### src/hdl/assert_macros.svh
// Assertion macros for the scheduler RTL, used by tws_dp.
// Bodies compile away when SYNTHESIS is defined.
`ifndef ASSERT_MACROS_SVH
`define ASSERT_MACROS_SVH
`ifndef SYNTHESIS
`define TWS_ASSERT(label, clk, rst, prop) \
  label: assert property (@(posedge clk) disable iff (rst) prop) \
    else $error("scheduler assertion failed");
`define TWS_NEVER(label, clk, rst, cond) \
  label: assert property (@(posedge clk) disable iff (rst) !(cond)) \
    else $error("scheduler forbidden condition seen");
`else
`define TWS_ASSERT(label, clk, rst, prop)
`define TWS_NEVER(label, clk, rst, cond)
`endif
`endif

### src/hdl/tws_pkg.sv
// Package for the timing wheel scheduler: sizes, result codes and the
// command and status structs between controller and datapath. No dependencies.
`timescale 1ns / 1ps
package tws_pkg;
  // Both sizes must be powers of two for the slot and rounds split.
  localparam int WHEEL_SLOTS  = 32;
  localparam int SLOT_W       = $clog2(WHEEL_SLOTS);
  localparam int POOL_ENTRIES = 32;
  localparam int ENT_W        = $clog2(POOL_ENTRIES);
  localparam int IDX_W        = $clog2(POOL_ENTRIES + 1);
  localparam int MAX_RESULTS  = 32;
  localparam int CNT_W        = $clog2(MAX_RESULTS + 1);
  localparam logic [IDX_W-1:0] NULL_IDX = IDX_W'(POOL_ENTRIES);

  localparam logic       OP_ADD  = 1'b0;
  localparam logic       OP_TICK = 1'b1;

  localparam logic [1:0] KIND_ACCEPT = 2'd0;
  localparam logic [1:0] KIND_REJECT = 2'd1;
  localparam logic [1:0] KIND_FIRED  = 2'd2;
  localparam logic [1:0] KIND_EMPTY  = 2'd3;

  typedef struct packed {
    logic accept;
    logic reject;
    logic div_step;
    logic add_init;
    logic add_step;
    logic add_link;
    logic tick_step;
    logic tick_end;
  } tws_cmd_t;

  typedef struct packed {
    logic full;
    logic div_last;
    logic add_stop;
    logic tick_done;
    logic fire_now;
    logic have_pend;
    logic out_free;
  } tws_stat_t;
endpackage

### src/hdl/tws_in_if.sv
// Input channel of the scheduler: valid/ready handshake with the item fields.
// Depends on nothing.
`timescale 1ns / 1ps
interface tws_in_if;
  logic        valid;
  logic        ready;
  logic        op;
  logic [31:0] wait_ms;
  logic [7:0]  task_priority;
  logic [31:0] task_tag;
  logic        action_present;
  modport source (output valid, op, wait_ms, task_priority, task_tag, action_present,
                  input ready);
  modport sink (input valid, op, wait_ms, task_priority, task_tag, action_present,
                output ready);
endinterface

### src/hdl/tws_out_if.sv
// Result channel of the scheduler: valid/ready handshake with the result fields.
// Depends on nothing.
`timescale 1ns / 1ps
interface tws_out_if;
  logic        valid;
  logic        ready;
  logic [1:0]  result_kind;
  logic [31:0] fired_tag;
  logic [7:0]  fired_priority;
  logic        fired_action;
  logic        last;
  modport source (output valid, result_kind, fired_tag, fired_priority, fired_action,
                  last, input ready);
  modport sink (input valid, result_kind, fired_tag, fired_priority, fired_action, last,
                output ready);
endinterface

### src/hdl/tws_ctrl.sv
// Sequencer of the scheduler: steps the datapath through add and tick work.
// Depends on tws_pkg.
`timescale 1ns / 1ps
module tws_ctrl
  import tws_pkg::*;
(
  input  logic      clk,
  input  logic      rst,
  input  logic      in_valid,
  input  logic      in_op,
  output logic      in_ready,
  input  tws_stat_t stat,
  output tws_cmd_t  cmd
);
  localparam logic [2:0] S_IDLE  = 3'd0;
  localparam logic [2:0] S_REJ   = 3'd1;
  localparam logic [2:0] S_DIV   = 3'd2;
  localparam logic [2:0] S_AINIT = 3'd3;
  localparam logic [2:0] S_AWALK = 3'd4;
  localparam logic [2:0] S_ALINK = 3'd5;
  localparam logic [2:0] S_TWALK = 3'd6;
  localparam logic [2:0] S_TEND  = 3'd7;

  logic [2:0] state, state_next;

  assign in_ready = (state == S_IDLE);

  always_comb begin
    cmd        = '0;
    state_next = state;
    unique case (state)
      S_IDLE: begin
        if (in_valid) begin
          cmd.accept = 1'b1;
          if (in_op == OP_ADD) state_next = stat.full ? S_REJ : S_DIV;
          else state_next = S_TWALK;
        end
      end
      S_REJ: begin
        if (stat.out_free) begin
          cmd.reject = 1'b1;
          state_next = S_IDLE;
        end
      end
      S_DIV: begin
        cmd.div_step = 1'b1;
        if (stat.div_last) state_next = S_AINIT;
      end
      S_AINIT: begin
        cmd.add_init = 1'b1;
        state_next   = S_AWALK;
      end
      S_AWALK: begin
        if (stat.add_stop) state_next = S_ALINK;
        else cmd.add_step = 1'b1;
      end
      S_ALINK: begin
        if (stat.out_free) begin
          cmd.add_link = 1'b1;
          state_next   = S_IDLE;
        end
      end
      S_TWALK: begin
        // A firing entry pushes out the one held before it, so it needs room.
        if (stat.tick_done) state_next = S_TEND;
        else if (!(stat.fire_now && stat.have_pend) || stat.out_free) cmd.tick_step = 1'b1;
      end
      S_TEND: begin
        if (stat.out_free) begin
          cmd.tick_end = 1'b1;
          state_next   = S_IDLE;
        end
      end
      default: state_next = S_IDLE;
    endcase
  end

  always_ff @(posedge clk) begin
    if (rst) state <= S_IDLE;
    else state <= state_next;
  end
endmodule

### src/hdl/tws_dp.sv
// Datapath of the scheduler: entry pool, slot lists, serial divider, walk
// registers and the result register. Depends on tws_pkg and assert_macros.svh.
`timescale 1ns / 1ps
`include "assert_macros.svh"
module tws_dp
  import tws_pkg::*;
(
  input  logic        clk,
  input  logic        rst,
  input  logic        cfg_we,
  input  logic [15:0] cfg_wdata,
  input  logic        in_op,
  input  logic [31:0] in_wait_ms,
  input  logic [7:0]  in_task_priority,
  input  logic [31:0] in_task_tag,
  input  logic        in_action_present,
  input  tws_cmd_t    cmd,
  output tws_stat_t   stat,
  output logic        out_valid,
  input  logic        out_ready,
  output logic [1:0]  out_result_kind,
  output logic [31:0] out_fired_tag,
  output logic [7:0]  out_fired_priority,
  output logic        out_fired_action,
  output logic        out_last
);
  logic [15:0]       period;
  logic [SLOT_W-1:0] pos;
  logic [IDX_W-1:0]  free_top;
  logic [IDX_W-1:0]  slot_head [WHEEL_SLOTS];
  logic [IDX_W-1:0]  nxt       [POOL_ENTRIES];
  logic [31:0]       rounds    [POOL_ENTRIES];
  logic [7:0]        prio      [POOL_ENTRIES];
  logic [31:0]       tag       [POOL_ENTRIES];
  logic              act       [POOL_ENTRIES];

  logic [7:0]        new_prio;
  logic [31:0]       new_tag;
  logic              new_act;
  logic [IDX_W-1:0]  idx;
  logic [15:0]       rem;
  logic [31:0]       quo;
  logic [4:0]        dcnt;
  logic [SLOT_W-1:0] slot;
  logic [IDX_W-1:0]  cur, prev, guard;
  logic [CNT_W-1:0]  nfire;
  logic              have_pend;
  logic [31:0]       pend_tag;
  logic [7:0]        pend_prio;
  logic              pend_act;

  logic [ENT_W-1:0]  ce;
  logic              walk_ok, fire_now, out_free, push;
  logic [IDX_W-1:0]  nxt_cur;
  logic [15:0]       period_eff;
  logic [16:0]       shifted, diff;
  logic              ge;
  logic [SLOT_W-1:0] add_slot;

  assign ce         = cur[ENT_W-1:0];
  assign walk_ok    = (cur < NULL_IDX) && (guard < NULL_IDX);
  assign nxt_cur    = nxt[ce];
  assign fire_now   = (rounds[ce] == 32'd0) && (nfire < CNT_W'(MAX_RESULTS));
  assign out_free   = !out_valid || out_ready;
  assign period_eff = (period == 16'd0) ? 16'd1 : period;
  assign shifted    = {rem, quo[31]};
  assign diff       = shifted - {1'b0, period_eff};
  assign ge         = shifted >= {1'b0, period_eff};
  assign add_slot   = pos + quo[SLOT_W-1:0];
  assign push       = cmd.reject || cmd.add_link || cmd.tick_end ||
                      (cmd.tick_step && fire_now && have_pend);

  always_comb begin
    stat.full      = (free_top == NULL_IDX);
    stat.div_last  = (dcnt == 5'd31);
    stat.add_stop  = !(walk_ok && (prio[ce] >= new_prio));
    stat.tick_done = !walk_ok;
    stat.fire_now  = fire_now;
    stat.have_pend = have_pend;
    stat.out_free  = out_free;
  end

  // Period, wheel position, lists and free chain; reset empties slots, fills chain.
  always_ff @(posedge clk) begin
    if (rst) begin
      period   <= 16'd10;
      pos      <= '0;
      free_top <= '0;
      for (int i = 0; i < WHEEL_SLOTS; i++) slot_head[i] <= NULL_IDX;
      for (int i = 0; i < POOL_ENTRIES; i++) nxt[i] <= IDX_W'(i + 1);
    end else begin
      if (cfg_we) period <= cfg_wdata;
      if (cmd.accept && in_op == OP_ADD && free_top != NULL_IDX)
        free_top <= nxt[free_top[ENT_W-1:0]];
      if (cmd.add_link) begin
        nxt[idx[ENT_W-1:0]] <= cur;
        if (prev == NULL_IDX) slot_head[slot] <= idx;
        else nxt[prev[ENT_W-1:0]] <= idx;
      end
      if (cmd.tick_step && fire_now) begin
        if (prev == NULL_IDX) slot_head[slot] <= nxt_cur;
        else nxt[prev[ENT_W-1:0]] <= nxt_cur;
        nxt[ce]  <= free_top;
        free_top <= cur;
      end
      if (cmd.tick_end) pos <= pos + 1'b1;
    end
  end

  // Entry payload and work registers.
  always_ff @(posedge clk) begin
    if (cmd.accept) begin
      new_prio <= in_task_priority;
      new_tag  <= in_task_tag;
      new_act  <= in_action_present;
      idx      <= free_top;
      rem      <= '0;
      quo      <= in_wait_ms;
      dcnt     <= '0;
      slot     <= pos;
      cur      <= slot_head[pos];
      prev     <= NULL_IDX;
      guard    <= '0;
      nfire    <= '0;
    end
    if (cmd.div_step) begin
      rem  <= ge ? diff[15:0] : shifted[15:0];
      quo  <= {quo[30:0], ge};
      dcnt <= dcnt + 1'b1;
    end
    if (cmd.add_init) begin
      rounds[idx[ENT_W-1:0]] <= quo >> SLOT_W;
      prio[idx[ENT_W-1:0]]   <= new_prio;
      tag[idx[ENT_W-1:0]]    <= new_tag;
      act[idx[ENT_W-1:0]]    <= new_act;
      slot                   <= add_slot;
      cur                    <= slot_head[add_slot];
      prev                   <= NULL_IDX;
      guard                  <= '0;
    end
    if (cmd.add_step) begin
      prev  <= cur;
      cur   <= nxt_cur;
      guard <= guard + 1'b1;
    end
    if (cmd.tick_step) begin
      cur   <= nxt_cur;
      guard <= guard + 1'b1;
      if (fire_now) begin
        nfire     <= nfire + 1'b1;
        pend_tag  <= tag[ce];
        pend_prio <= prio[ce];
        pend_act  <= act[ce];
      end else begin
        if (rounds[ce] != 32'd0) rounds[ce] <= rounds[ce] - 32'd1;
        prev <= cur;
      end
    end
  end

  always_ff @(posedge clk) begin
    if (rst) have_pend <= 1'b0;
    else if (cmd.accept) have_pend <= 1'b0;
    else if (cmd.tick_step && fire_now) have_pend <= 1'b1;
  end

  // Result register; fired entries are held back by one to know the last flag.
  always_ff @(posedge clk) begin
    if (rst) out_valid <= 1'b0;
    else if (push) out_valid <= 1'b1;
    else if (out_ready) out_valid <= 1'b0;
  end

  always_ff @(posedge clk) begin
    if (push) begin
      priority if (cmd.reject) begin
        out_result_kind    <= KIND_REJECT;
        out_fired_tag      <= '0;
        out_fired_priority <= '0;
        out_fired_action   <= 1'b0;
        out_last           <= 1'b1;
      end else if (cmd.tick_end && !have_pend) begin
        out_result_kind    <= KIND_EMPTY;
        out_fired_tag      <= '0;
        out_fired_priority <= '0;
        out_fired_action   <= 1'b0;
        out_last           <= 1'b1;
      end else if (cmd.tick_end || cmd.tick_step) begin
        out_result_kind    <= KIND_FIRED;
        out_fired_tag      <= pend_tag;
        out_fired_priority <= pend_prio;
        out_fired_action   <= pend_act;
        out_last           <= cmd.tick_end;
      end else begin
        out_result_kind    <= KIND_ACCEPT;
        out_fired_tag      <= '0;
        out_fired_priority <= '0;
        out_fired_action   <= 1'b0;
        out_last           <= 1'b1;
      end
    end
  end

  `TWS_NEVER(a_push_busy, clk, rst, push && out_valid && !out_ready)
  `TWS_NEVER(a_free_range, clk, rst, free_top > NULL_IDX)
  `TWS_ASSERT(a_step_free, clk, rst, (cmd.tick_step && fire_now) |=> (free_top == $past(cur)))
endmodule

### src/hdl/timing_wheel_priority_scheduler_top.sv
// Top level of the timing wheel scheduler: controller plus datapath.
// Depends on tws_pkg, tws_in_if, tws_out_if, tws_ctrl and tws_dp.
//
// Use: items arrive on in_chan (valid/ready). op 0 adds a timer entry with
// wait_ms, task_priority, task_tag and action_present; op 1 is one tick.
// Results leave on out_chan; every item gives one or more results, the final
// one flagged by last. cfg_we with cfg_wdata sets tick_period_ms (zero acts
// as one); write it only while the block is idle.
// Sequence: an add runs a 32-step restoring divider, then walks its slot list
// past every entry that precedes it in priority order before linking in. A
// full pool rejects an add without dividing. A tick walks the current slot
// list one entry per cycle, but a firing entry waits while an earlier fired
// result is held and the result register is busy. One item is worked on at a
// time; in_chan.ready is high only between items.
// Reset (rst, synchronous) empties every slot, puts all pool entries on the
// free list and sets the tick period to 10. When out_chan.ready is low the
// result register holds and the walk waits before the next result.
`timescale 1ns / 1ps
module timing_wheel_priority_scheduler_top
  import tws_pkg::*;
(
  input  logic        clk,
  input  logic        rst,
  input  logic        cfg_we,
  input  logic [15:0] cfg_wdata,
  tws_in_if.sink      in_chan,
  tws_out_if.source   out_chan
);
  tws_cmd_t  cmd;
  tws_stat_t stat;

  tws_ctrl u_ctrl (
    .clk      (clk),
    .rst      (rst),
    .in_valid (in_chan.valid),
    .in_op    (in_chan.op),
    .in_ready (in_chan.ready),
    .stat     (stat),
    .cmd      (cmd)
  );

  tws_dp u_dp (
    .clk                (clk),
    .rst                (rst),
    .cfg_we             (cfg_we),
    .cfg_wdata          (cfg_wdata),
    .in_op              (in_chan.op),
    .in_wait_ms         (in_chan.wait_ms),
    .in_task_priority   (in_chan.task_priority),
    .in_task_tag        (in_chan.task_tag),
    .in_action_present  (in_chan.action_present),
    .cmd                (cmd),
    .stat               (stat),
    .out_valid          (out_chan.valid),
    .out_ready          (out_chan.ready),
    .out_result_kind    (out_chan.result_kind),
    .out_fired_tag      (out_chan.fired_tag),
    .out_fired_priority (out_chan.fired_priority),
    .out_fired_action   (out_chan.fired_action),
    .out_last           (out_chan.last)
  );
endmodule

### src/flat_wrapper.sv
// flat-port wrapper written by rule: the top's interface ports become plain ports
module timing_wheel_priority_scheduler_top_flat import tws_pkg::*;
  (clk, rst, cfg_we, cfg_wdata, in_chan_valid, in_chan_op, in_chan_wait_ms, in_chan_task_priority, in_chan_task_tag, in_chan_action_present, in_chan_ready, out_chan_valid, out_chan_result_kind, out_chan_fired_tag, out_chan_fired_priority, out_chan_fired_action, out_chan_last, out_chan_ready);
  tws_in_if in_chan_i ();
  tws_out_if out_chan_i ();
  input  logic clk;
  input  logic rst;
  input  logic cfg_we;
  input  logic [15:0] cfg_wdata;
  input wire logic [$bits(in_chan_i.valid)-1:0] in_chan_valid;
  input wire logic [$bits(in_chan_i.op)-1:0] in_chan_op;
  input wire logic [$bits(in_chan_i.wait_ms)-1:0] in_chan_wait_ms;
  input wire logic [$bits(in_chan_i.task_priority)-1:0] in_chan_task_priority;
  input wire logic [$bits(in_chan_i.task_tag)-1:0] in_chan_task_tag;
  input wire logic [$bits(in_chan_i.action_present)-1:0] in_chan_action_present;
  output wire logic [$bits(in_chan_i.ready)-1:0] in_chan_ready;
  output wire logic [$bits(out_chan_i.valid)-1:0] out_chan_valid;
  output wire logic [$bits(out_chan_i.result_kind)-1:0] out_chan_result_kind;
  output wire logic [$bits(out_chan_i.fired_tag)-1:0] out_chan_fired_tag;
  output wire logic [$bits(out_chan_i.fired_priority)-1:0] out_chan_fired_priority;
  output wire logic [$bits(out_chan_i.fired_action)-1:0] out_chan_fired_action;
  output wire logic [$bits(out_chan_i.last)-1:0] out_chan_last;
  input wire logic [$bits(out_chan_i.ready)-1:0] out_chan_ready;
  assign in_chan_i.valid = in_chan_valid;
  assign in_chan_i.op = in_chan_op;
  assign in_chan_i.wait_ms = in_chan_wait_ms;
  assign in_chan_i.task_priority = in_chan_task_priority;
  assign in_chan_i.task_tag = in_chan_task_tag;
  assign in_chan_i.action_present = in_chan_action_present;
  assign in_chan_ready = in_chan_i.ready;
  assign out_chan_valid = out_chan_i.valid;
  assign out_chan_result_kind = out_chan_i.result_kind;
  assign out_chan_fired_tag = out_chan_i.fired_tag;
  assign out_chan_fired_priority = out_chan_i.fired_priority;
  assign out_chan_fired_action = out_chan_i.fired_action;
  assign out_chan_last = out_chan_i.last;
  assign out_chan_i.ready = out_chan_ready;
  timing_wheel_priority_scheduler_top u_core (.clk(clk), .rst(rst), .cfg_we(cfg_we), .cfg_wdata(cfg_wdata), .in_chan(in_chan_i), .out_chan(out_chan_i));
endmodule
### config.mk
export PLATFORM = sky130hd
export DESIGN_NAME = timing_wheel_priority_scheduler_top_flat
export DESIGN_NICKNAME = d
export VERILOG_FILES = /design/src/hdl/tws_pkg.sv /design/src/hdl/tws_in_if.sv /design/src/hdl/tws_out_if.sv /design/src/hdl/tws_ctrl.sv /design/src/hdl/tws_dp.sv /design/src/hdl/timing_wheel_priority_scheduler_top.sv /design/src/flat_wrapper.sv
export VERILOG_INCLUDE_DIRS = /design/src /design/src/hdl
export SDC_FILE = /design/constraint.sdc
export NUM_CORES = 2
export LEC_CHECK = 0
export BUFFER_PORTS_ARGS = -buffer_cell sky130_fd_sc_hd__buf_2
export CAP_MARGIN = 20
export CORE_MARGIN = 4
export CORE_UTILIZATION = 40
export DETAILED_ROUTE_END_ITERATION = 16
export GPL_ROUTABILITY_DRIVEN = 0
export GPL_TIMING_DRIVEN = 0
export PLACE_DENSITY_LB_ADDON = 0.1
export SYNTH_ARGS = -nofsm -noshare
export SYNTH_HDL_FRONTEND = slang
export SYNTH_SLANG_ARGS = --single-unit
### constraint.sdc
create_clock -name clk -period 7.1 [get_ports clk]
set_input_delay 0.71 -clock clk [delete_from_list [all_inputs] [get_ports clk]]
set_output_delay 0.71 -clock clk [all_outputs]
set_load 0.01 [all_outputs]
==> metrics.cfg <==
[run_status]
status = finished with violations
violations = setup timing

[timing]
hold_viol = 0
slew_headroom_pct = 17.88
timing.fmax_mhz = 139.9
layout_setup_ws_ps = -48.83
setup_viol = 34
skew_ps = 43.22
slew_viol_final = 0
whs_ps = 58.05
fin_crit_ps = 7149
worst_pin_slew_ps = 1232
fin_tns_setup_ps = -658.3
period_share_pct = 100.7

[logic_synthesis]
syn_nets = 6903
async_reset_ff_share_pct = 0
synth-seq-cells = 2981
ys_types = 87
syn_area_per_cell_um2 = 18.39
synth_warnings = 0
ys_seq_area_share_pct = 71.43
synth_top_flop_cell = edfxtp_1
syn-cell-area_mm2 = 0.1245
synth_edf_count = 2922
synth_cells = 6771

[global_route]
grt_use_total_pct = 25.10
grt_pass1_vias = 71330
grt-ovfl-total = 0
grt_pass1_wl_um = 568500
grt_max_degree = 54
antenna_found_initial = 10

[layout]
seq_area_mm2 = 0.08893
final_common_cell = edfxtp_1
fin_area_mm2 = 0.1477
final_layout_size_suffix_gt1_share_pct = 26.43
nets = 7679
syn2layout_area_growth_pct = 18.61
final_cell_mix = 2922 x edfxtp_1, 828 x mux4_2, 449 x nand2_1, 398 x nor2_1, 333 x clkbuf_16
multiInputGateArea_mm2 = 0.03427
fillCellCount = 25980

[power]
leakage_nw = 47.31
peakVddDrop_uv = 238.4
powerDensity_mw_per_mm2 = 392.7
total_power_mw = 57.98

[floorplan]
io_pins = 141
die_w_um = 565.9
rows = 204
dieArea_mm2 = 0.3202
die_y_um = 565.9
start_util_pct = 40.24
coreArea_mm2 = 0.3094

[route]
drtPass1Iterations = 7
drc = 0
drtAntennaViolNets = 0
routedWlPerCell_um = 34.33
vias = 71410
drt_iter0_markers = 8795
detail_route.vias_per_cell = 5.981
routed_wl_um = 409800

[min_path]
hp-class = in -> reg

[cts]
clk_pin_slew_ps = 60
numCtsBuffers = 324
cts-htree-levels = 5
clkLatencyLatePin_ps = 920
cts-root-buf = clkbuf_16
cts_max_path_buffers = 4
cts_tree = done
cts.sinks = 2981

[place]
pre_cts_ws_ps = -3266
dp_hpwl_um = 290700
port_buffers = 138
place_area_mm2 = 0.1360

[setup_path]
crit_required_ps = 7650
criticalPathCategory = reg -> reg
arrival_ps = 7700
cp-end-kind = flop
path_max_fanout = 10
start_kind = flop

[flow_run]
cap_violations = 0

## critical path, cell delays in order (launching register included)
cell and delay [ps]:
dfxtp_1 550, buf_4 350, buf_2 360, buf_2 500, buf_2 500, mux4_2 380, mux2i_1 350, nand3_1 120
o211ai_1 330, nand4b_1 190, nor4_1 530, and4_1 340, buf_4 200, nand2_4 150, a2111oi_2 980, nand2_1 470
nand2_1 460
## power by group
group	switching (mW)	internal, mW
sequential	0.807	21.4
clock	7.11	9.98
combinational	11.5	7.17
total	19.4	38.5
## final timing paths
path	from	end	slack, ps	depth (start not counted)
setup / recovery	flop	u_core.u_dp.slot_head[2][0]$_SDFFCE_PN0P_	-50	16
hold / removal	cfg_wdata[3]	u_core.u_dp.period[3]$_SDFFE_PP1P_	60	3
setup reg to reg	flop	u_core.u_dp.slot_head[2][0]$_SDFFCE_PN0P_	-50	16
hold reg to reg	u_core.u_dp.nfire[4]$_DFF_P_	u_core.u_dp.nfire[4]$_DFF_P_	470	1
## synthesized netlist by cell type, types with 6 or more instances
cell	instances	area share (%)
mux2_2	45	0.41
xor2_1	19	0.13
o22ai_1	57	0.29
mux2i_1	278	2.2
or3_1	6	0.030
nand3_1	121	0.49
xnor2_1	36	0.25
inv_1	55	0.17
nand4_1	127	0.64
nand2_1	457	1.4
a21oi_1	132	0.53
and4_1	8	0.056
or2_2	7	0.035
a31oi_1	72	0.36
nor3_1	67	0.27
a311oi_1	8	0.056
edfxtp_1	2922	70
a211oi_1	18	0.11
nand4b_1	9	0.063
clkbuf_1	246	0.74
buf_2	129	0.52
dfxtp_1	59	0.95
and3_1	12	0.060
and2_1	54	0.27
nor4_1	7	0.035
nor2b_1	41	0.21
a21o_1	13	0.078
nor2_1	434	1.3
buf_1	67	0.20
nand2b_1	12	0.060
nand3b_1	6	0.036
o21ai_1	29	0.12
mux4_2	828	15
a22oi_1	99	0.60
ha_1	35	0.35
buf_4	14	0.084
nor3b_1	10	0.060
o211ai_1	12	0.072
o21ai_0	123	0.49
## per-stage QoR
stage | utilization (%) | instances
2_1_floorplan | - | 6771
3_3_place_gp | 42.13 | 11030
3_5_place_dp | 43.96 | 11280
4_1_cts | 47.64 | 11920
5_1_grt | 47.73 | 11930
6_report | 47.73 | 11940
## area by class of cell
class / instances / area share, %
plain buffers: 455 / 1.493
repair buffers: 455 / 4.243
diodes: 8 / 0.01356
clock buffers: 400 / 5.814
flip-flops and latches: 2981 / 60.22
clock inverters: 189 / 1.369
inverters: 57 / 0.1483
multi-input cells: 3273 / 23.21
well taps: 4120 / 3.491
## cells by family after synthesis
group | after synthesis | share of synthesized area [%]
flops | 2981 | 71.43
simple gates | 1403 | 5.159
buf+inv | 517 | 1.755
xor+xnor | 55 | 0.3869
compound gates | 620 | 3.171
mux | 1158 | 17.72
fa+ha+maj | 37 | 0.3839
## what timing repair did
item                                   in CTS  in global routing
setup endpoints to repair                3000                440
pin swaps                                   1                  1
buffers inserted                            4                  0
endpoints found under the hold margin      47                  0
resized for setup                         102                 23
hold buffers                               47                  0
## routing by layer
metal,routed length [um],GRT usage [%]
met1,167200,34.54
met5,0,0
met3,32180,4.526
met2,195400,40.73
met4,15070,8.081
## state kept, by name, indices dropped and copies added, names as in the netlist, 8 cells and up, named ones only
signal,cells
u_core.u_dp.pend_prio,8
u_core.u_dp.rounds,1024
u_core.u_dp.act,32
u_core.u_dp.period,16
u_core.u_dp.rem,16
u_core.u_dp.out_fired_tag,32
u_core.u_dp.new_tag,32
u_core.u_dp.slot_head,192
u_core.u_dp.tag,1024
u_core.u_dp.prio,256
u_core.u_dp.out_fired_priority,8
u_core.u_dp.pend_tag,32
u_core.u_dp.nxt,192
u_core.u_dp.quo,32
u_core.u_dp.new_prio,8
(Power assumes the default switching activity.)
